### config.mk
export PLATFORM = sky130hd
export DESIGN_NAME = utf8_to_rtf_unicode_escape_unit_flat
export DESIGN_NICKNAME = d
export VERILOG_FILES = /design/src/sv/rtfue_pkg.sv /design/src/sv/rtfue_in_if.sv /design/src/sv/rtfue_out_if.sv /design/src/sv/rtfue_dec.sv /design/src/sv/rtfue_bcd.sv /design/src/sv/rtfue_emit.sv /design/src/sv/utf8_to_rtf_unicode_escape_unit.sv /design/src/flat_wrapper.sv
export SDC_FILE = /design/constraint.sdc
export NUM_CORES = 1
export LEC_CHECK = 0
export ABC_AREA = 1
export BUFFER_PORTS_ARGS = -buffer_cell sky130_fd_sc_hd__buf_2
export CAP_MARGIN = 10
export CORE_UTILIZATION = 40
export DETAILED_ROUTE_END_ITERATION = 8
export PLACE_DENSITY = 0.57
export SYNTH_ARGS = -nofsm -noshare
export SYNTH_HDL_FRONTEND = slang
export SYNTH_SLANG_ARGS = --single-unit
### constraint.sdc
create_clock -name clk -period 2.3 [get_ports clk]
set_input_delay 0.115 -clock clk [delete_from_list [all_inputs] [get_ports clk]]
set_output_delay 0.115 -clock clk [all_outputs]
set_load 0.1 [all_outputs]
### src/sv/rtfue_pkg.sv
`default_nettype none

package rtfue_pkg;

  // magnitude of an escape fits 16 bits (largest is 32768)
  localparam int MagWidth  = 16;
  localparam int NumDigits = 5;
  localparam int AccWidth  = 21;

  // what one input byte asks the emitter to write
  typedef logic [1:0] job_kind_t;
  localparam job_kind_t KIND_NONE     = 2'd0;
  localparam job_kind_t KIND_CHAR     = 2'd1;
  localparam job_kind_t KIND_BSL_CHAR = 2'd2;
  localparam job_kind_t KIND_ESC      = 2'd3;

  typedef struct packed {
    job_kind_t             kind;
    logic [6:0]            ch;
    logic                  neg;
    logic [MagWidth-1:0]   mag;
    logic                  run_end;
    logic                  text_end;
  } job_t;

  typedef logic [3:0] bcd_digit_t;

  typedef struct packed {
    logic                start;
    logic [MagWidth-1:0] mag;
  } bcd_req_t;

  typedef struct packed {
    logic                            done;
    bcd_digit_t [NumDigits-1:0]      digits;
  } bcd_rsp_t;

  // ascii characters written by the block
  localparam logic [6:0] CH_BSL    = 7'h5C;
  localparam logic [6:0] CH_LBRACE = 7'h7B;
  localparam logic [6:0] CH_RBRACE = 7'h7D;
  localparam logic [6:0] CH_U      = 7'h75;
  localparam logic [6:0] CH_MINUS  = 7'h2D;
  localparam logic [6:0] CH_QMARK  = 7'h3F;
  localparam logic [6:0] CH_ZERO   = 7'h30;

endpackage

`default_nettype wire

### src/sv/rtfue_in_if.sv
`default_nettype none

interface rtfue_in_if;
  logic       valid;
  logic       ready;
  logic [7:0] in_byte;
  logic       text_last;

  modport source (output valid, output in_byte, output text_last, input ready);
  modport sink (input valid, input in_byte, input text_last, output ready);
endinterface

`default_nettype wire

### src/sv/rtfue_out_if.sv
`default_nettype none

interface rtfue_out_if;
  logic       valid;
  logic       ready;
  logic [6:0] out_byte;
  logic       run_last;
  logic       text_end;

  modport source (output valid, output out_byte, output run_last, output text_end,
                  input ready);
  modport sink (input valid, input out_byte, input run_last, input text_end,
                output ready);
endinterface

`default_nettype wire

### src/sv/rtfue_dec.sv
`default_nettype none

module rtfue_dec (
  input  logic          clk,
  input  logic          rst,
  input  logic          accept,
  input  logic [7:0]    in_byte,
  input  logic          text_last,
  output rtfue_pkg::job_t job
);
  import rtfue_pkg::*;

  // 65536 - 0xDC00 and 65536 - (0xD800 - 0x40)
  localparam logic [MagWidth-1:0] LowSurBase  = 16'h2400;
  localparam logic [MagWidth-1:0] HighSurBase = 16'h2840;

  logic [AccWidth-1:0] acc;
  logic [AccWidth-1:0] acc_next;
  logic [1:0]          bytes_left;
  logic [1:0]          bytes_left_next;
  logic [AccWidth-1:0] cont_acc;
  logic [1:0]          left_dec;

  // map a finished code point onto an emitter job
  function automatic job_t code_point_job(input logic [AccWidth-1:0] cp);
    job_t j;
    j         = '0;
    j.run_end = 1'b1;
    j.ch      = cp[6:0];
    if (cp == AccWidth'(CH_BSL) || cp == AccWidth'(CH_LBRACE) ||
        cp == AccWidth'(CH_RBRACE)) begin
      j.kind = KIND_BSL_CHAR;
    end else if (cp[AccWidth-1:7] == '0) begin
      j.kind = KIND_CHAR;
    end else if (cp[AccWidth-1:16] == '0) begin
      j.kind = KIND_ESC;
      j.neg  = cp[15];
      j.mag  = cp[15] ? (16'd0 - cp[15:0]) : cp[15:0];
    end else begin
      // low half of the surrogate pair
      j.kind = KIND_ESC;
      j.neg  = 1'b1;
      j.mag  = LowSurBase - MagWidth'(cp[9:0]);
    end
    return j;
  endfunction

  // decode step for the byte on the input
  always_comb begin
    cont_acc        = {acc[AccWidth-7:0], in_byte[5:0]};
    left_dec        = bytes_left - 2'd1;
    acc_next        = acc;
    bytes_left_next = bytes_left;
    job             = '0;
    if (bytes_left == 2'd0) begin
      if (!in_byte[7]) begin
        job = code_point_job(AccWidth'(in_byte[6:0]));
      end else if (in_byte[7:5] == 3'b110) begin
        acc_next        = AccWidth'(in_byte[4:0]);
        bytes_left_next = 2'd1;
      end else if (in_byte[7:4] == 4'b1110) begin
        acc_next        = AccWidth'(in_byte[3:0]);
        bytes_left_next = 2'd2;
      end else if (in_byte[7:3] == 5'b11110) begin
        acc_next        = AccWidth'(in_byte[2:0]);
        bytes_left_next = 2'd3;
      end
    end else begin
      acc_next        = cont_acc;
      bytes_left_next = left_dec;
      if (left_dec == 2'd0) begin
        job      = code_point_job(cont_acc);
        acc_next = '0;
      end else if (left_dec == 2'd1 && cont_acc[AccWidth-1:10] != '0 && !text_last) begin
        // high half of the pair, known after the third byte
        job.kind    = KIND_ESC;
        job.neg     = 1'b1;
        job.mag     = HighSurBase - MagWidth'(cont_acc[14:4]);
        job.run_end = 1'b0;
      end
    end
    if (text_last) begin
      acc_next        = '0;
      bytes_left_next = 2'd0;
    end
    job.text_end = text_last;
  end

  // sequence state
  always_ff @(posedge clk) begin
    if (rst) begin
      acc        <= '0;
      bytes_left <= 2'd0;
    end else if (accept) begin
      acc        <= acc_next;
      bytes_left <= bytes_left_next;
    end
  end

endmodule

`default_nettype wire

### src/sv/rtfue_bcd.sv
`default_nettype none

module rtfue_bcd (
  input  logic                clk,
  input  logic                rst,
  input  rtfue_pkg::bcd_req_t req,
  output rtfue_pkg::bcd_rsp_t rsp
);
  import rtfue_pkg::*;

  localparam int CntWidth = $clog2(MagWidth + 1);

  logic [MagWidth-1:0]        bin;
  bcd_digit_t [NumDigits-1:0] digits;
  bcd_digit_t [NumDigits-1:0] adj;
  logic [4*NumDigits:0]       shifted;
  logic [CntWidth-1:0]        cnt;
  logic                       busy;
  logic                       done;

  // add-3 correction on every digit, then shift one binary bit in
  always_comb begin
    for (int i = 0; i < NumDigits; i++) begin
      adj[i] = (digits[i] >= 4'd5) ? digits[i] + 4'd3 : digits[i];
    end
    shifted = {adj, bin[MagWidth-1]};
  end

  // step counter
  always_ff @(posedge clk) begin
    if (rst) begin
      busy <= 1'b0;
      done <= 1'b0;
      cnt  <= '0;
    end else if (req.start) begin
      busy <= 1'b1;
      done <= 1'b0;
      cnt  <= CntWidth'(MagWidth);
    end else if (busy) begin
      cnt <= cnt - CntWidth'(1);
      if (cnt == CntWidth'(1)) begin
        busy <= 1'b0;
        done <= 1'b1;
      end
    end
  end

  // shift registers
  always_ff @(posedge clk) begin
    if (req.start) begin
      bin    <= req.mag;
      digits <= '0;
    end else if (busy) begin
      bin    <= {bin[MagWidth-2:0], 1'b0};
      digits <= shifted[4*NumDigits-1:0];
    end
  end

  assign rsp.done   = done;
  assign rsp.digits = digits;

endmodule

`default_nettype wire

### src/sv/rtfue_emit.sv
`default_nettype none

module rtfue_emit (
  input  logic                clk,
  input  logic                rst,
  input  logic                start,
  input  rtfue_pkg::job_t     job,
  output logic                idle,
  output rtfue_pkg::bcd_req_t bcd_req,
  input  rtfue_pkg::bcd_rsp_t bcd_rsp,
  output logic                out_valid,
  input  logic                out_ready,
  output logic [6:0]          out_byte,
  output logic                run_last,
  output logic                text_end
);
  import rtfue_pkg::*;

  localparam logic [3:0] ST_IDLE  = 4'd0;
  localparam logic [3:0] ST_PRE   = 4'd1;
  localparam logic [3:0] ST_CHAR  = 4'd2;
  localparam logic [3:0] ST_BS    = 4'd3;
  localparam logic [3:0] ST_U     = 4'd4;
  localparam logic [3:0] ST_MINUS = 4'd5;
  localparam logic [3:0] ST_WAIT  = 4'd6;
  localparam logic [3:0] ST_DIGIT = 4'd7;
  localparam logic [3:0] ST_QMARK = 4'd8;

  localparam int IdxWidth = $clog2(NumDigits);

  logic [3:0]          state;
  logic [3:0]          state_next;
  logic [IdxWidth-1:0] idx;
  logic [IdxWidth-1:0] idx_next;
  logic [IdxWidth-1:0] first_idx;
  job_t                job_q;
  logic                can_load;
  logic                emit;
  logic [6:0]          byte_v;
  logic                run_v;
  logic                end_v;

  assign idle     = (state == ST_IDLE);
  assign can_load = !out_valid || out_ready;

  assign bcd_req.start = idle && start && (job.kind == KIND_ESC);
  assign bcd_req.mag   = job.mag;

  // most significant nonzero digit, units digit when the value is zero
  always_comb begin
    first_idx = '0;
    for (int i = 1; i < NumDigits; i++) begin
      if (bcd_rsp.digits[i] != 4'd0) begin
        first_idx = IdxWidth'(i);
      end
    end
  end

  // sequencer: every state but ST_IDLE and ST_WAIT writes output bytes, ST_DIGIT one per digit
  always_comb begin
    state_next = state;
    idx_next   = idx;
    emit       = 1'b0;
    byte_v     = CH_BSL;
    run_v      = 1'b0;
    end_v      = 1'b0;
    unique case (state)
      ST_IDLE: begin
        if (start) begin
          unique case (job.kind)
            KIND_NONE:     state_next = ST_IDLE;
            KIND_CHAR:     state_next = ST_CHAR;
            KIND_BSL_CHAR: state_next = ST_PRE;
            KIND_ESC:      state_next = ST_BS;
          endcase
        end
      end
      ST_PRE: begin
        emit = 1'b1;
        if (can_load) state_next = ST_CHAR;
      end
      ST_CHAR: begin
        emit   = 1'b1;
        byte_v = job_q.ch;
        run_v  = 1'b1;
        end_v  = job_q.text_end;
        if (can_load) state_next = ST_IDLE;
      end
      ST_BS: begin
        emit = 1'b1;
        if (can_load) state_next = ST_U;
      end
      ST_U: begin
        emit   = 1'b1;
        byte_v = CH_U;
        if (can_load) state_next = job_q.neg ? ST_MINUS : ST_WAIT;
      end
      ST_MINUS: begin
        emit   = 1'b1;
        byte_v = CH_MINUS;
        if (can_load) state_next = ST_WAIT;
      end
      ST_WAIT: begin
        if (bcd_rsp.done) begin
          idx_next   = first_idx;
          state_next = ST_DIGIT;
        end
      end
      ST_DIGIT: begin
        emit   = 1'b1;
        byte_v = CH_ZERO | {3'b000, bcd_rsp.digits[idx]};
        if (can_load) begin
          if (idx == '0) begin
            state_next = ST_QMARK;
          end else begin
            idx_next = idx - IdxWidth'(1);
          end
        end
      end
      ST_QMARK: begin
        emit   = 1'b1;
        byte_v = CH_QMARK;
        run_v  = job_q.run_end;
        end_v  = job_q.text_end;
        if (can_load) state_next = ST_IDLE;
      end
      default: state_next = ST_IDLE;
    endcase
  end

  // control registers
  always_ff @(posedge clk) begin
    if (rst) begin
      state     <= ST_IDLE;
      out_valid <= 1'b0;
    end else begin
      state <= state_next;
      if (emit && can_load) begin
        out_valid <= 1'b1;
      end else if (out_ready) begin
        out_valid <= 1'b0;
      end
    end
  end

  // job and output payload
  always_ff @(posedge clk) begin
    idx <= idx_next;
    if (idle && start) begin
      job_q <= job;
    end
    if (emit && can_load) begin
      out_byte <= byte_v;
      run_last <= run_v;
      text_end <= end_v;
    end
  end

endmodule

`default_nettype wire

### src/sv/utf8_to_rtf_unicode_escape_unit.sv
`default_nettype none

// UTF-8 to RTF unicode-escape converter. Takes one UTF-8 byte per input
// transaction and writes the escaped ASCII text one byte per output
// transaction, with run_last on the last byte of each code point and
// text_end on the last byte caused by a byte marked text_last. A byte that
// writes nothing (lead, continuation, skipped byte) leaves the unit idle. A
// plain character is written as itself, after a leading backslash when it
// needs one. An escape \uN? waits after its prefix for the 16-step
// binary-to-decimal shift unit, which runs once per escape, then writes its
// digits and the closing byte. Input is not ready while a run is being
// written; the output register lets the next byte be taken while the last
// byte of a run waits.
module utf8_to_rtf_unicode_escape_unit (
  input  logic      clk,
  input  logic      rst,
  rtfue_in_if.sink  in_chan,
  rtfue_out_if.source out_chan
);
  import rtfue_pkg::*;

  logic       accept;
  logic       idle;
  job_t       job;
  bcd_req_t   bcd_req;
  bcd_rsp_t   bcd_rsp;
  logic       out_valid;
  logic [6:0] out_byte;
  logic       run_last;
  logic       text_end;

  // input transaction
  assign in_chan.ready = idle;
  assign accept        = in_chan.valid && idle;

  rtfue_dec u_dec (
    .clk       (clk),
    .rst       (rst),
    .accept    (accept),
    .in_byte   (in_chan.in_byte),
    .text_last (in_chan.text_last),
    .job       (job)
  );

  rtfue_bcd u_bcd (
    .clk (clk),
    .rst (rst),
    .req (bcd_req),
    .rsp (bcd_rsp)
  );

  rtfue_emit u_emit (
    .clk       (clk),
    .rst       (rst),
    .start     (accept),
    .job       (job),
    .idle      (idle),
    .bcd_req   (bcd_req),
    .bcd_rsp   (bcd_rsp),
    .out_valid (out_valid),
    .out_ready (out_chan.ready),
    .out_byte  (out_byte),
    .run_last  (run_last),
    .text_end  (text_end)
  );

  // output transaction
  assign out_chan.valid    = out_valid;
  assign out_chan.out_byte = out_byte;
  assign out_chan.run_last = run_last;
  assign out_chan.text_end = text_end;

endmodule

`default_nettype wire

### src/flat_wrapper.sv
// flat-port wrapper written by rule: the top's interface ports become plain ports
module utf8_to_rtf_unicode_escape_unit_flat import rtfue_pkg::*;
  (clk, rst, in_chan_valid, in_chan_in_byte, in_chan_text_last, in_chan_ready, out_chan_valid, out_chan_out_byte, out_chan_run_last, out_chan_text_end, out_chan_ready);
  rtfue_in_if in_chan_i ();
  rtfue_out_if out_chan_i ();
  input  logic clk;
  input  logic rst;
  input wire logic [$bits(in_chan_i.valid)-1:0] in_chan_valid;
  input wire logic [$bits(in_chan_i.in_byte)-1:0] in_chan_in_byte;
  input wire logic [$bits(in_chan_i.text_last)-1:0] in_chan_text_last;
  output wire logic [$bits(in_chan_i.ready)-1:0] in_chan_ready;
  output wire logic [$bits(out_chan_i.valid)-1:0] out_chan_valid;
  output wire logic [$bits(out_chan_i.out_byte)-1:0] out_chan_out_byte;
  output wire logic [$bits(out_chan_i.run_last)-1:0] out_chan_run_last;
  output wire logic [$bits(out_chan_i.text_end)-1:0] out_chan_text_end;
  input wire logic [$bits(out_chan_i.ready)-1:0] out_chan_ready;
  assign in_chan_i.valid = in_chan_valid;
  assign in_chan_i.in_byte = in_chan_in_byte;
  assign in_chan_i.text_last = in_chan_text_last;
  assign in_chan_ready = in_chan_i.ready;
  assign out_chan_valid = out_chan_i.valid;
  assign out_chan_out_byte = out_chan_i.out_byte;
  assign out_chan_run_last = out_chan_i.run_last;
  assign out_chan_text_end = out_chan_i.text_end;
  assign out_chan_i.ready = out_chan_ready;
  utf8_to_rtf_unicode_escape_unit u_core (.clk(clk), .rst(rst), .in_chan(in_chan_i), .out_chan(out_chan_i));
endmodule
==> results.toml, run 1 <==
[floorplanning]
die_area_mm2 = 0.0139
die_w_um = 118
die_h_um = 118
initial_utilization_pct = 40.9
core_area_mm2 = 0.0132
io_pins = 24
row_count = 42

[synthesis]
synthDistinctLibCells = 41
synth_top_cell_by_area = "edfxtp_1"
synth_area_per_cell_um2 = 7.47
synth_area_mm2 = 0.00539
yosysSeqAreaShare_pct = 39.4
synthArstFlopShare_pct = 0
syn_inst = 722
synth-seq-cells = 87
yosysWarnings = 0
synthMostInstantiatedCell = "nand2_1"
synth.area.top_cells = "edfxtp_1, dfxtp_1, nand2_1"
netlist.area_leader.share_pct = 21.2
ys.flop_type = "dfxtp_1"
synth_edf_count = 38
netlist_top_cells_count = "nand2_1, nor2_1, inv_1"
syn_nets = 756

[sta]
min_period_ps = 1940
fin_crit_sh_pct = 84.3
max_slew_margin_pct = 54.6
fin_skew_ps = 6.44
worstMarginPinSlew_ps = 680
finalSetupTns_ps = 0
setup_ws_ps = 361
fmax_ghz = 0.516
hold_violations = 0
setup_violations = 0
hold-worst-slack_ps = 28.1
finalMaxSlewViolations = 0
rsz0062_at_grt = "no"

[clocking]
clk_pin_slew_ps = 60
cts_resized = 0
cts_tree = "built"
htreeDepth = 3
clockBufferDepth = 2
cts_setup_buffers = 0
insertion_delay_ps = 350
clock-root-buffer = "clkbuf_16"
clock-sinks = 87
holdBufCountCts = 0
numCtsBuffers = 9

[routing]
drt_pass1_iterations = 5
routed_wl_mm = 13.0
vias = 4691
ant_nets = 0
wl_per_cell_um = 14.0
drc = 0
vias_per_cell = 5.05
drtIter0Drc = 382

[power_and_ir_drop]
p_total_mw = 6.72
power_leakage_nw = 2.50
ir_worst_vdd_mv = 0.435
p_per_area_mw_per_mm2 = 1120

[global_route]
grt_max_degree = 22
grt_pass1_vias = 4565
grt_overflow = 0
grt_pass1_wl_mm = 21.7
track_usage_pct = 19.6
antenna_found_initial = 0

[setup_path]
r2r_slack_ps = 360
start_kind = "flip-flop"
crit_start = "u_core.u_dec.acc[1]"
crit_required_ps = 2300
reg2reg_depth = 10
crit_end = "u_core.u_bcd.bin[14]"
cpPeakStageDelay_ps = 490
worstSetupPathDepth = 10
crit_family = "simple AND/OR/NAND/NOR gates"
cpMaxStageDelayCell = "dfxtp_1"
r2r_start = "u_core.u_dec.acc[1]"
worst-path-buf-inv = 1
r2r-end = "u_core.u_bcd.bin[14]"
cp_common_cell = "nand2_1"
cp_max_fo = 18
cp.arrival_ps = 1940
cp_cell_sequence = "inv_2 > nand2_1 > nor2_1 > nand2_1 > nand2_1 > nand3_2 > nand3_2 > nand2_2 > nand2_4 > nand2_2"
end_kind = "flip-flop"
critical_path_class = "reg -> reg"

[placed_design]
place_ws_ps = 154
port_buffers = 23
dpl.hpwl_mm = 9.77
gp_congestion = 0.915

[cells_and_area]
num-fill-cells = 1338
fin_nets = 782
syn2layout_area_growth_pct = 11.0
drive_gt1_share_pct = 13.7
multi_input_area_mm2 = 0.00281
regArea_mm2 = 0.00212
insertedDiodeCount = 0

[hold_path]
hp-class = "in -> reg"

[outcome]
run_status = "completed"

[flow_run]
maxCapViolations = 0
-- cells by family (layout without fill, tap and decap cells) --
logic type,after synthesis,in the layout,synth area share [%]
simple gates,351,351,29.1
compound gates,143,143,15.2
buf+inv,102,133,8.56
flops,87,87,39.4
fa+ha+maj,21,21,4.87
xor+xnor,18,18,2.92
-- power breakdown --
group | internal [mW] | leakage [nW] | total [mW] | switching [mW]
sequential | 2.10 | 0.756 | 2.42 | 0.325
combinational | 0.860 | 1.59 | 2.74 | 1.88
clock | 0.948 | 0.152 | 1.56 | 0.609
total | 3.91 | 2.50 | 6.72 | 2.82
-- stage by stage --
step	util (%)	area, um2	cells
floorplan	-	5390	722
global placement	43.0	5670	913
detailed placement	43.0	5670	913
CTS	45.4	5980	929
global route	45.4	5980	929
finish	45.4	5980	929
-- worst min path at each step --
stage | cells after the start | to | slack [ps] | startpoint
5_1_grt | 2 | u_core.u_bcd.busy | 40 | rst
4_1_cts | 2 | u_core.u_bcd.busy | 20 | rst
2_1_floorplan | 1 | u_core.u_bcd.busy | 180 | rst
3_3_place_gp | 2 | u_core.u_bcd.busy | 400 | rst
6_report | 2 | u_core.u_bcd.busy | 30 | rst
3_5_place_dp | 2 | u_core.u_bcd.busy | 400 | rst
-- worst reg2reg max path, stage by stage (launching register included) --
cell and delay [ps]:
dfxtp_1 490, inv_2 100, nand2_1 70, nor2_1 40
nand2_1 60, nand2_1 80, nand3_2 100, nand3_2 90
nand2_2 100, nand2_4 100, nand2_2 370
-- cell type report --
type	count	area share, %
Clock inverter	6	1.42
Sequential cell	87	35.5
Clock buffer	10	3.83
Tap cell	176	3.68
Multi-Input combinational cell	533	46.9
Timing Repair Buffer	37	3.68
Inverter	80	5.02
-- per-layer routing --
metal	GRT usage (%)	part of all wire (%)	vias up
met5	0	0	-
met4	8.41	1.8	0
met3	2.76	2.9	14
met2	32.7	47	81
met1	25.2	48	2165
li1	-	-	2431
-- state kept, by name, summed over array words and instances, names as in the netlist --
signal / count
u_core.u_bcd.bin: 16
u_core.u_bcd.busy: 1
u_core.u_bcd.cnt: 5
u_core.u_bcd.done: 1
u_core.u_bcd.rsp: 20
u_core.u_dec.acc: 15
u_core.u_dec.bytes_left: 2
u_core.u_emit.idx: 3
u_core.u_emit.job_q: 10
u_core.u_emit.out_byte: 7
u_core.u_emit.out_valid: 1
u_core.u_emit.run_last: 1
u_core.u_emit.state: 4
u_core.u_emit.text_end: 1
-- cell usage in the layout, fill, tap and decap left out, types with 3 or more instances in the layout --
cell,synthesis,layout
nand2_2,12,12
clkinv_1,1,3
o211ai_1,7,7
o21ai_2,8,8
nand3_2,4,4
nor2_4,5,5
inv_2,6,6
nand4_1,6,6
o22ai_1,5,5
clkbuf_16,0,9
nor2_2,5,5
edfxtp_1,38,38
xor2_1,16,16
ha_1,21,21
nor3_2,4,4
nor2_1,129,129
dfxtp_1,49,49
nor3_1,14,14
a21oi_1,50,50
o21ai_0,58,58
buf_2,5,23
inv_1,73,73
buf_4,0,14
nand3b_1,4,4
nand2_1,131,131
nand3_1,32,32
a211oi_1,4,4
Note: power is estimated with default switching activity, not from simulation.
==> run 2, diff against run 1 <==
Settings changed: ABC_AREA 1 to 0.
Clock period 2.3 ns to 1.8 ns, I/O delays scaled along.
==> results.toml, run 2 <==
[outcome]
run_status = "complete, but fails checks"
violations = "negative setup slack"

[floorplanning]
io_pins = 24
core_area_mm2 = 0.0126
die_w_um = 116
row_count = 41
die_h_um = 116
die_area_mm2 = 0.0135
initial_utilization_pct = 41.2

[routing]
drtIter0Drc = 314
wl_per_cell_um = 15.8
vias = 4719
routed_wl_mm = 13.9
drt_pass1_iterations = 5
vias_per_cell = 5.34
drc = 0
ant_nets = 0

[cells_and_area]
drive_gt1_share_pct = 33.6
insertedDiodeCount = 0
fin_nets = 740
final_cell_mix = "buf_4, nand2_1, a21oi_1, dfxtp_1, nor2_1"
layout_commonest_cell = "buf_4"
syn2layout_area_growth_pct = 34.6
largest_reg_flops = 20

[synthesis]
synth_area_mm2 = 0.00520
synth_area_per_cell_um2 = 8.95
synth_edf_count = 38
syn_nets = 615
synthArstFlopShare_pct = 0
ys.flop_type = "dfxtp_1"
synth.area.top_cells = "edfxtp_1, dfxtp_1, a21oi_1"
synthMostInstantiatedCell = "a21oi_1"
yosysSeqAreaShare_pct = 40.8
synth-seq-cells = 87
netlist.area_leader.share_pct = 22.0
synthDistinctLibCells = 56
synth_top_cell_by_area = "edfxtp_1"
syn_inst = 581
netlist_top_cells_count = "a21oi_1, nor2_1, nand2_1"
yosysWarnings = 0

[sta]
setup_ws_ps = -599
finalMaxSlewViolations = 0
setup_violations = 63
worstMarginPinSlew_ps = 639
fin_crit_sh_pct = 133
hold_violations = 0
fin_skew_ps = 6.04
min_period_ps = 2400
rsz0062_at_grt = "yes"
fmax_ghz = 0.417
finalSetupTns_ps = -30750
max_slew_margin_pct = 57.4

[global_route]
grt_pass1_wl_mm = 21.6
track_usage_pct = 21.0
antenna_found_initial = 0
grt_overflow = 0
grt_pass1_vias = 4397
grt_max_degree = 26

[clocking]
clock-sinks = 87
insertion_delay_ps = 340
clk_pin_slew_ps = 70
htreeDepth = 3
clock-root-buffer = "clkbuf_16"
cts_tree = "built"
holdBufCountCts = 0
numCtsBuffers = 9
clockBufferDepth = 2

[power_and_ir_drop]
power_leakage_nw = 2.80
p_total_mw = 6.43
p_per_area_mw_per_mm2 = 918
ir_worst_vdd_mv = 0.469

[placed_design]
gp_congestion = 0.908
port_buffers = 23
dpl.hpwl_mm = 9.82

[setup_path]
cp_max_fo = 6
reg2reg_depth = 7
r2r-end = "u_core.u_bcd.bin[3]"
crit_required_ps = 1900
start_kind = "flip-flop"
r2r_slack_ps = -600
end_kind = "flip-flop"
cp.arrival_ps = 2500
critical_path_class = "reg -> reg"
r2r_start = "u_core.u_dec.acc[9]"

[flow_run]
maxCapViolations = 0

[hold_path]
hp-class = "in -> reg"
worstHoldPathCells = 3
min_from = "out_chan_ready"
holdPathEnd = "u_core.u_emit.out_valid"
## run 2: changes by cell type after synthesis, sizes merged, moves of 8 or more
cell    change
nor2       -85
clkbuf     +18
inv        -54
mux2i       +9
nand2      -93
o21ai      -38
xnor2      +14
mux2       +11
nor2b       +8
nand2b     +10
nor4        +9
## run 2: cell type report
class / count / area [um2]
Clock inverter: 6 / 108
Sequential cell: 87 / 2140
Multi-Input combinational cell: 433 / 3040
Timing Repair Buffer: 150 / 1170
Tap cell: 172 / 215
Fill cell: 1135 / 5620
Inverter: 25 / 97.6
Clock buffer: 10 / 229
## run 2: how the worst max path moves through the flow
| stage | start | slack [ps] | cells after the start | endpoint |
|---|---|---|---|---|
| 6_report | u_core.u_dec.acc[9] | -600 | 7 | u_core.u_bcd.bin[3] |
| 5_1_grt | u_core.u_dec.acc[9] | -650 | 7 | u_core.u_bcd.bin[4] |
| 4_1_cts | u_core.u_dec.acc[9] | -560 | 7 | u_core.u_bcd.bin[10] |
| 3_5_place_dp | u_core.u_dec.acc[12] | -600 | 7 | u_core.u_bcd.bin[10] |
| 3_3_place_gp | u_core.u_dec.acc[12] | -550 | 8 | u_core.u_bcd.bin[10] |
| 2_1_floorplan | u_core.u_emit.state[0] | -1170 | 6 | u_core.u_bcd.bin[11] |
## run 2: what timing repair did
action	CTS	global route
pin swaps	10	14
gates resized for setup	27	38
setup buffers	3	7
cloned	3	5
endpoints found under the setup margin	68	78
## run 2: power breakdown
| group | switching (mW) | total (mW) | internal [mW] |
|---|---|---|---|
| Sequential | 0.293 | 2.62 | 2.33 |
| Clock | 0.785 | 2.14 | 1.35 |
| Combinational | 0.925 | 1.67 | 0.741 |
## run 2: metal layers
metal | vias to the layer above | global-route usage, % | part of all wire (%)
met1 | 2266 | 26.7 | 45
met3 | 15 | 3.56 | 4.4
met5 | - | 0 | 0
met4 | 0 | 6.84 | 1.5
met2 | 116 | 36.0 | 49
li1 | 2322 | - | -
## run 2: stage by stage
stage	cell area (um2)	setup WS (ps)	hold WS, ps	std cells	util (%)
floorplan	5300	-1170	165	581	-
global placement	6260	-546	365	849	49.6
detailed placement	6260	-602	379	849	49.6
CTS	6750	-558	7.11	871	53.5
global route	7000	-653	39.0	883	55.5
finish	7000	-599	20.3	883	55.5
## run 2: cell families (layout without fill, tap and decap cells)
group,after synthesis,count (layout),synth area share (%)
simple gates,213,214,20.0
flops,87,87,40.8
compound gates,140,141,17.4
mux,24,24,5.99
xor+xnor,33,33,5.56
buf+inv,63,191,5.25
fa+ha+maj,21,21,5.06
## run 2: worst max-delay path, stage by stage (launching register included)
cell	delay (ps)
dfxtp_1	310
or4_4	550
nor4b_4	340
a41oi_2	170
a21bo_4	290
buf_6	120
o22ai_1	100
mux2_4	270
==> run 3, diff against run 2 <==
--- a/config.mk
+++ b/config.mk
@@ -9,7 +9,8 @@
 export BUFFER_PORTS_ARGS = -buffer_cell sky130_fd_sc_hd__buf_2
 export CAP_MARGIN = 10
-export CORE_UTILIZATION = 40
+export CORE_UTILIZATION = 42
 export DETAILED_ROUTE_END_ITERATION = 8
-export PLACE_DENSITY = 0.57
+export GPL_TIMING_DRIVEN = 0
+export PLACE_DENSITY = 0.59
 export SYNTH_ARGS = -nofsm -noshare
 export SYNTH_HDL_FRONTEND = slang
==> constraint.sdc (replaced) <==
create_clock -name clk -period 1.8 [get_ports clk]
set_input_delay 0.09 -clock clk [delete_from_list [all_inputs] [get_ports clk]]
set_output_delay 0.09 -clock clk [all_outputs]
set_load 0.05 [all_outputs]
==> results.toml, run 3 (synthesis gave the netlist of run 2 again) <==
[outcome]
run_status = "complete, but fails checks"
violations = "negative setup slack"

[global_route]
met1_usage_pct = 27.6
track_usage_pct = 21.1
grt.busiest_layer = "met2"
antenna_found_initial = 0
grt_max_degree = 17
grt_pass1_wl_mm = 21.1
grt_pass1_vias = 4224
use_met2_pct = 34.1
grt_overflow = 0
met3_usage_pct = 4.07

[clocking]
clock-root-buffer = "clkbuf_16"
insertion_delay_ps = 350
cts_tree = "built"
clock-sinks = 87
clk_pin_slew_ps = 60
clockBufferDepth = 2
numCtsBuffers = 9
htreeDepth = 3

[power_and_ir_drop]
seqPwrFrac_pct = 43.2
p_sw_mw = 1.99
intPower_mw = 4.12
power_leakage_nw = 2.49
p_per_area_mw_per_mm2 = 910
ir_worst_vdd_mv = 0.457
clkPwrFrac_pct = 31.1
p_comb_share_pct = 25.7
swShare_pct = 32.6

[setup_path]
end_kind = "flip-flop"
cp_max_fo = 6
cpMaxStageDelayCell = "or4_4"
crit_family = "simple AND/OR/NAND/NOR gates"
worst-path-buf-inv = 1
start_kind = "flip-flop"
crit_required_ps = 1900
cp.arrival_ps = 2550
cp_cell_sequence = "or4_4 > nor4b_4 > a41oi_2 > a21bo_4 > buf_6 > o22ai_1 > mux2_2"
critical_path_class = "reg -> reg"
cpPeakStageDelay_ps = 550

[sta]
setup_violations = 64
rsz0062_at_grt = "yes"
setup_ws_ps = -649
max_slew_margin_pct = 38.1
fin_skew_ps = 5.64
min_period_ps = 2450
finalMaxSlewViolations = 0
fin_crit_sh_pct = 136
worstMarginPinSlew_ps = 928
fmax_ghz = 0.408
finalSetupTns_ps = -34350
hold_violations = 0
hold-worst-slack_ps = 32.6

[placed_design]
placed_cells = 770
dpl.hpwl_mm = 8.92
placedInstanceArea_mm2 = 0.00564
gp_congestion = 0.854
port_buffers = 21

[cells_and_area]
final_cell_mix = "nand2_1, a21oi_1, dfxtp_1, nor2_1, edfxtp_1"
fin_nets = 688
final_util_pct = 55.7
fin_cells = 827
largest_reg_flops = 20
syn2layout_area_growth_pct = 29.2
insertedDiodeCount = 0
drive_gt1_share_pct = 29.6
layout_commonest_cell = "nand2_1"
final_area_mm2 = 0.00671

[routing]
drt_pass1_iterations = 5
drc = 0
vias_per_cell = 5.48
wl_per_cell_um = 16.2
vias = 4530
drtIter0Drc = 268
ant_nets = 0
routed_wl_mm = 13.4

[floorplanning]
row_count = 40
core_area_mm2 = 0.0121
die_area_mm2 = 0.0128
die_w_um = 113
initial_utilization_pct = 43.1
io_pins = 24
die_h_um = 113

[flow_run]
maxCapViolations = 0

[hold_path]
hp-class = "in -> reg"
-- run 3: through the flow --
step / worst slack [ps] / total power [mW]
4_1_cts: -624 / 6.01
2_1_floorplan: -591 / 3.65
3_5_place_dp: -969 / 4.01
6_report: -649 / 6.11
5_1_grt: -690 / 6.43
3_3_place_gp: -973 / 3.94
-- run 3: final timing paths --
kind,to,startpoint,slack (ps),cells past startpoint
hold reg to reg,u_core.u_dec.acc[13],u_core.u_dec.acc[13],470,2
setup / recovery,u_core.u_bcd.bin[5],u_core.u_dec.acc[9],-650,7
setup reg to reg,u_core.u_bcd.bin[5],u_core.u_dec.acc[9],-650,7
hold / removal,u_core.u_emit.out_valid,out_chan_ready,30,3
-- run 3: power groups by stage --
stage	clock, mW	combinational (mW)	sequential [mW]
floorplan	0	1.02	2.63
global placement	0	1.29	2.65
detailed placement	0	1.35	2.66
CTS	1.94	1.45	2.62
global route	2.02	1.74	2.67
finish	1.90	1.57	2.64
-- run 3: area by class of cell --
type / instances / area (um2)
tap: 168 / 210
clock buffer: 10 / 229
multi-input combinational: 432 / 3160
timing repair buffer: 70 / 574
fill: 1036 / 5350
inverter: 25 / 97.6
sequential: 87 / 2140
clock inverter: 6 / 70.1
buffer: 29 / 233
-- run 3: repair_timing --
item                       4_1_cts  5_1_grt
resized for setup               45       72
cloned                           1        3
setup buffers                   30       15
hold buffers                     2        0
hold endpoints to repair         2        0
pin swaps                       11       23
setup endpoints to repair       97       94
-- run 3: per-layer routing --
metal,vias to the layer above,wire length (um)
li1,2225,-
met1,2192,6080
met2,94,6560
met3,19,467
met4,0,276
met5,-,0
-- run 3: worst register-to-register path, stage by stage (launching register included) --
cell,delay [ps]
dfxtp_4,340
or4_4,550
nor4b_4,330
a41oi_2,190
a21bo_4,270
buf_6,130
o22ai_1,80
mux2_2,300
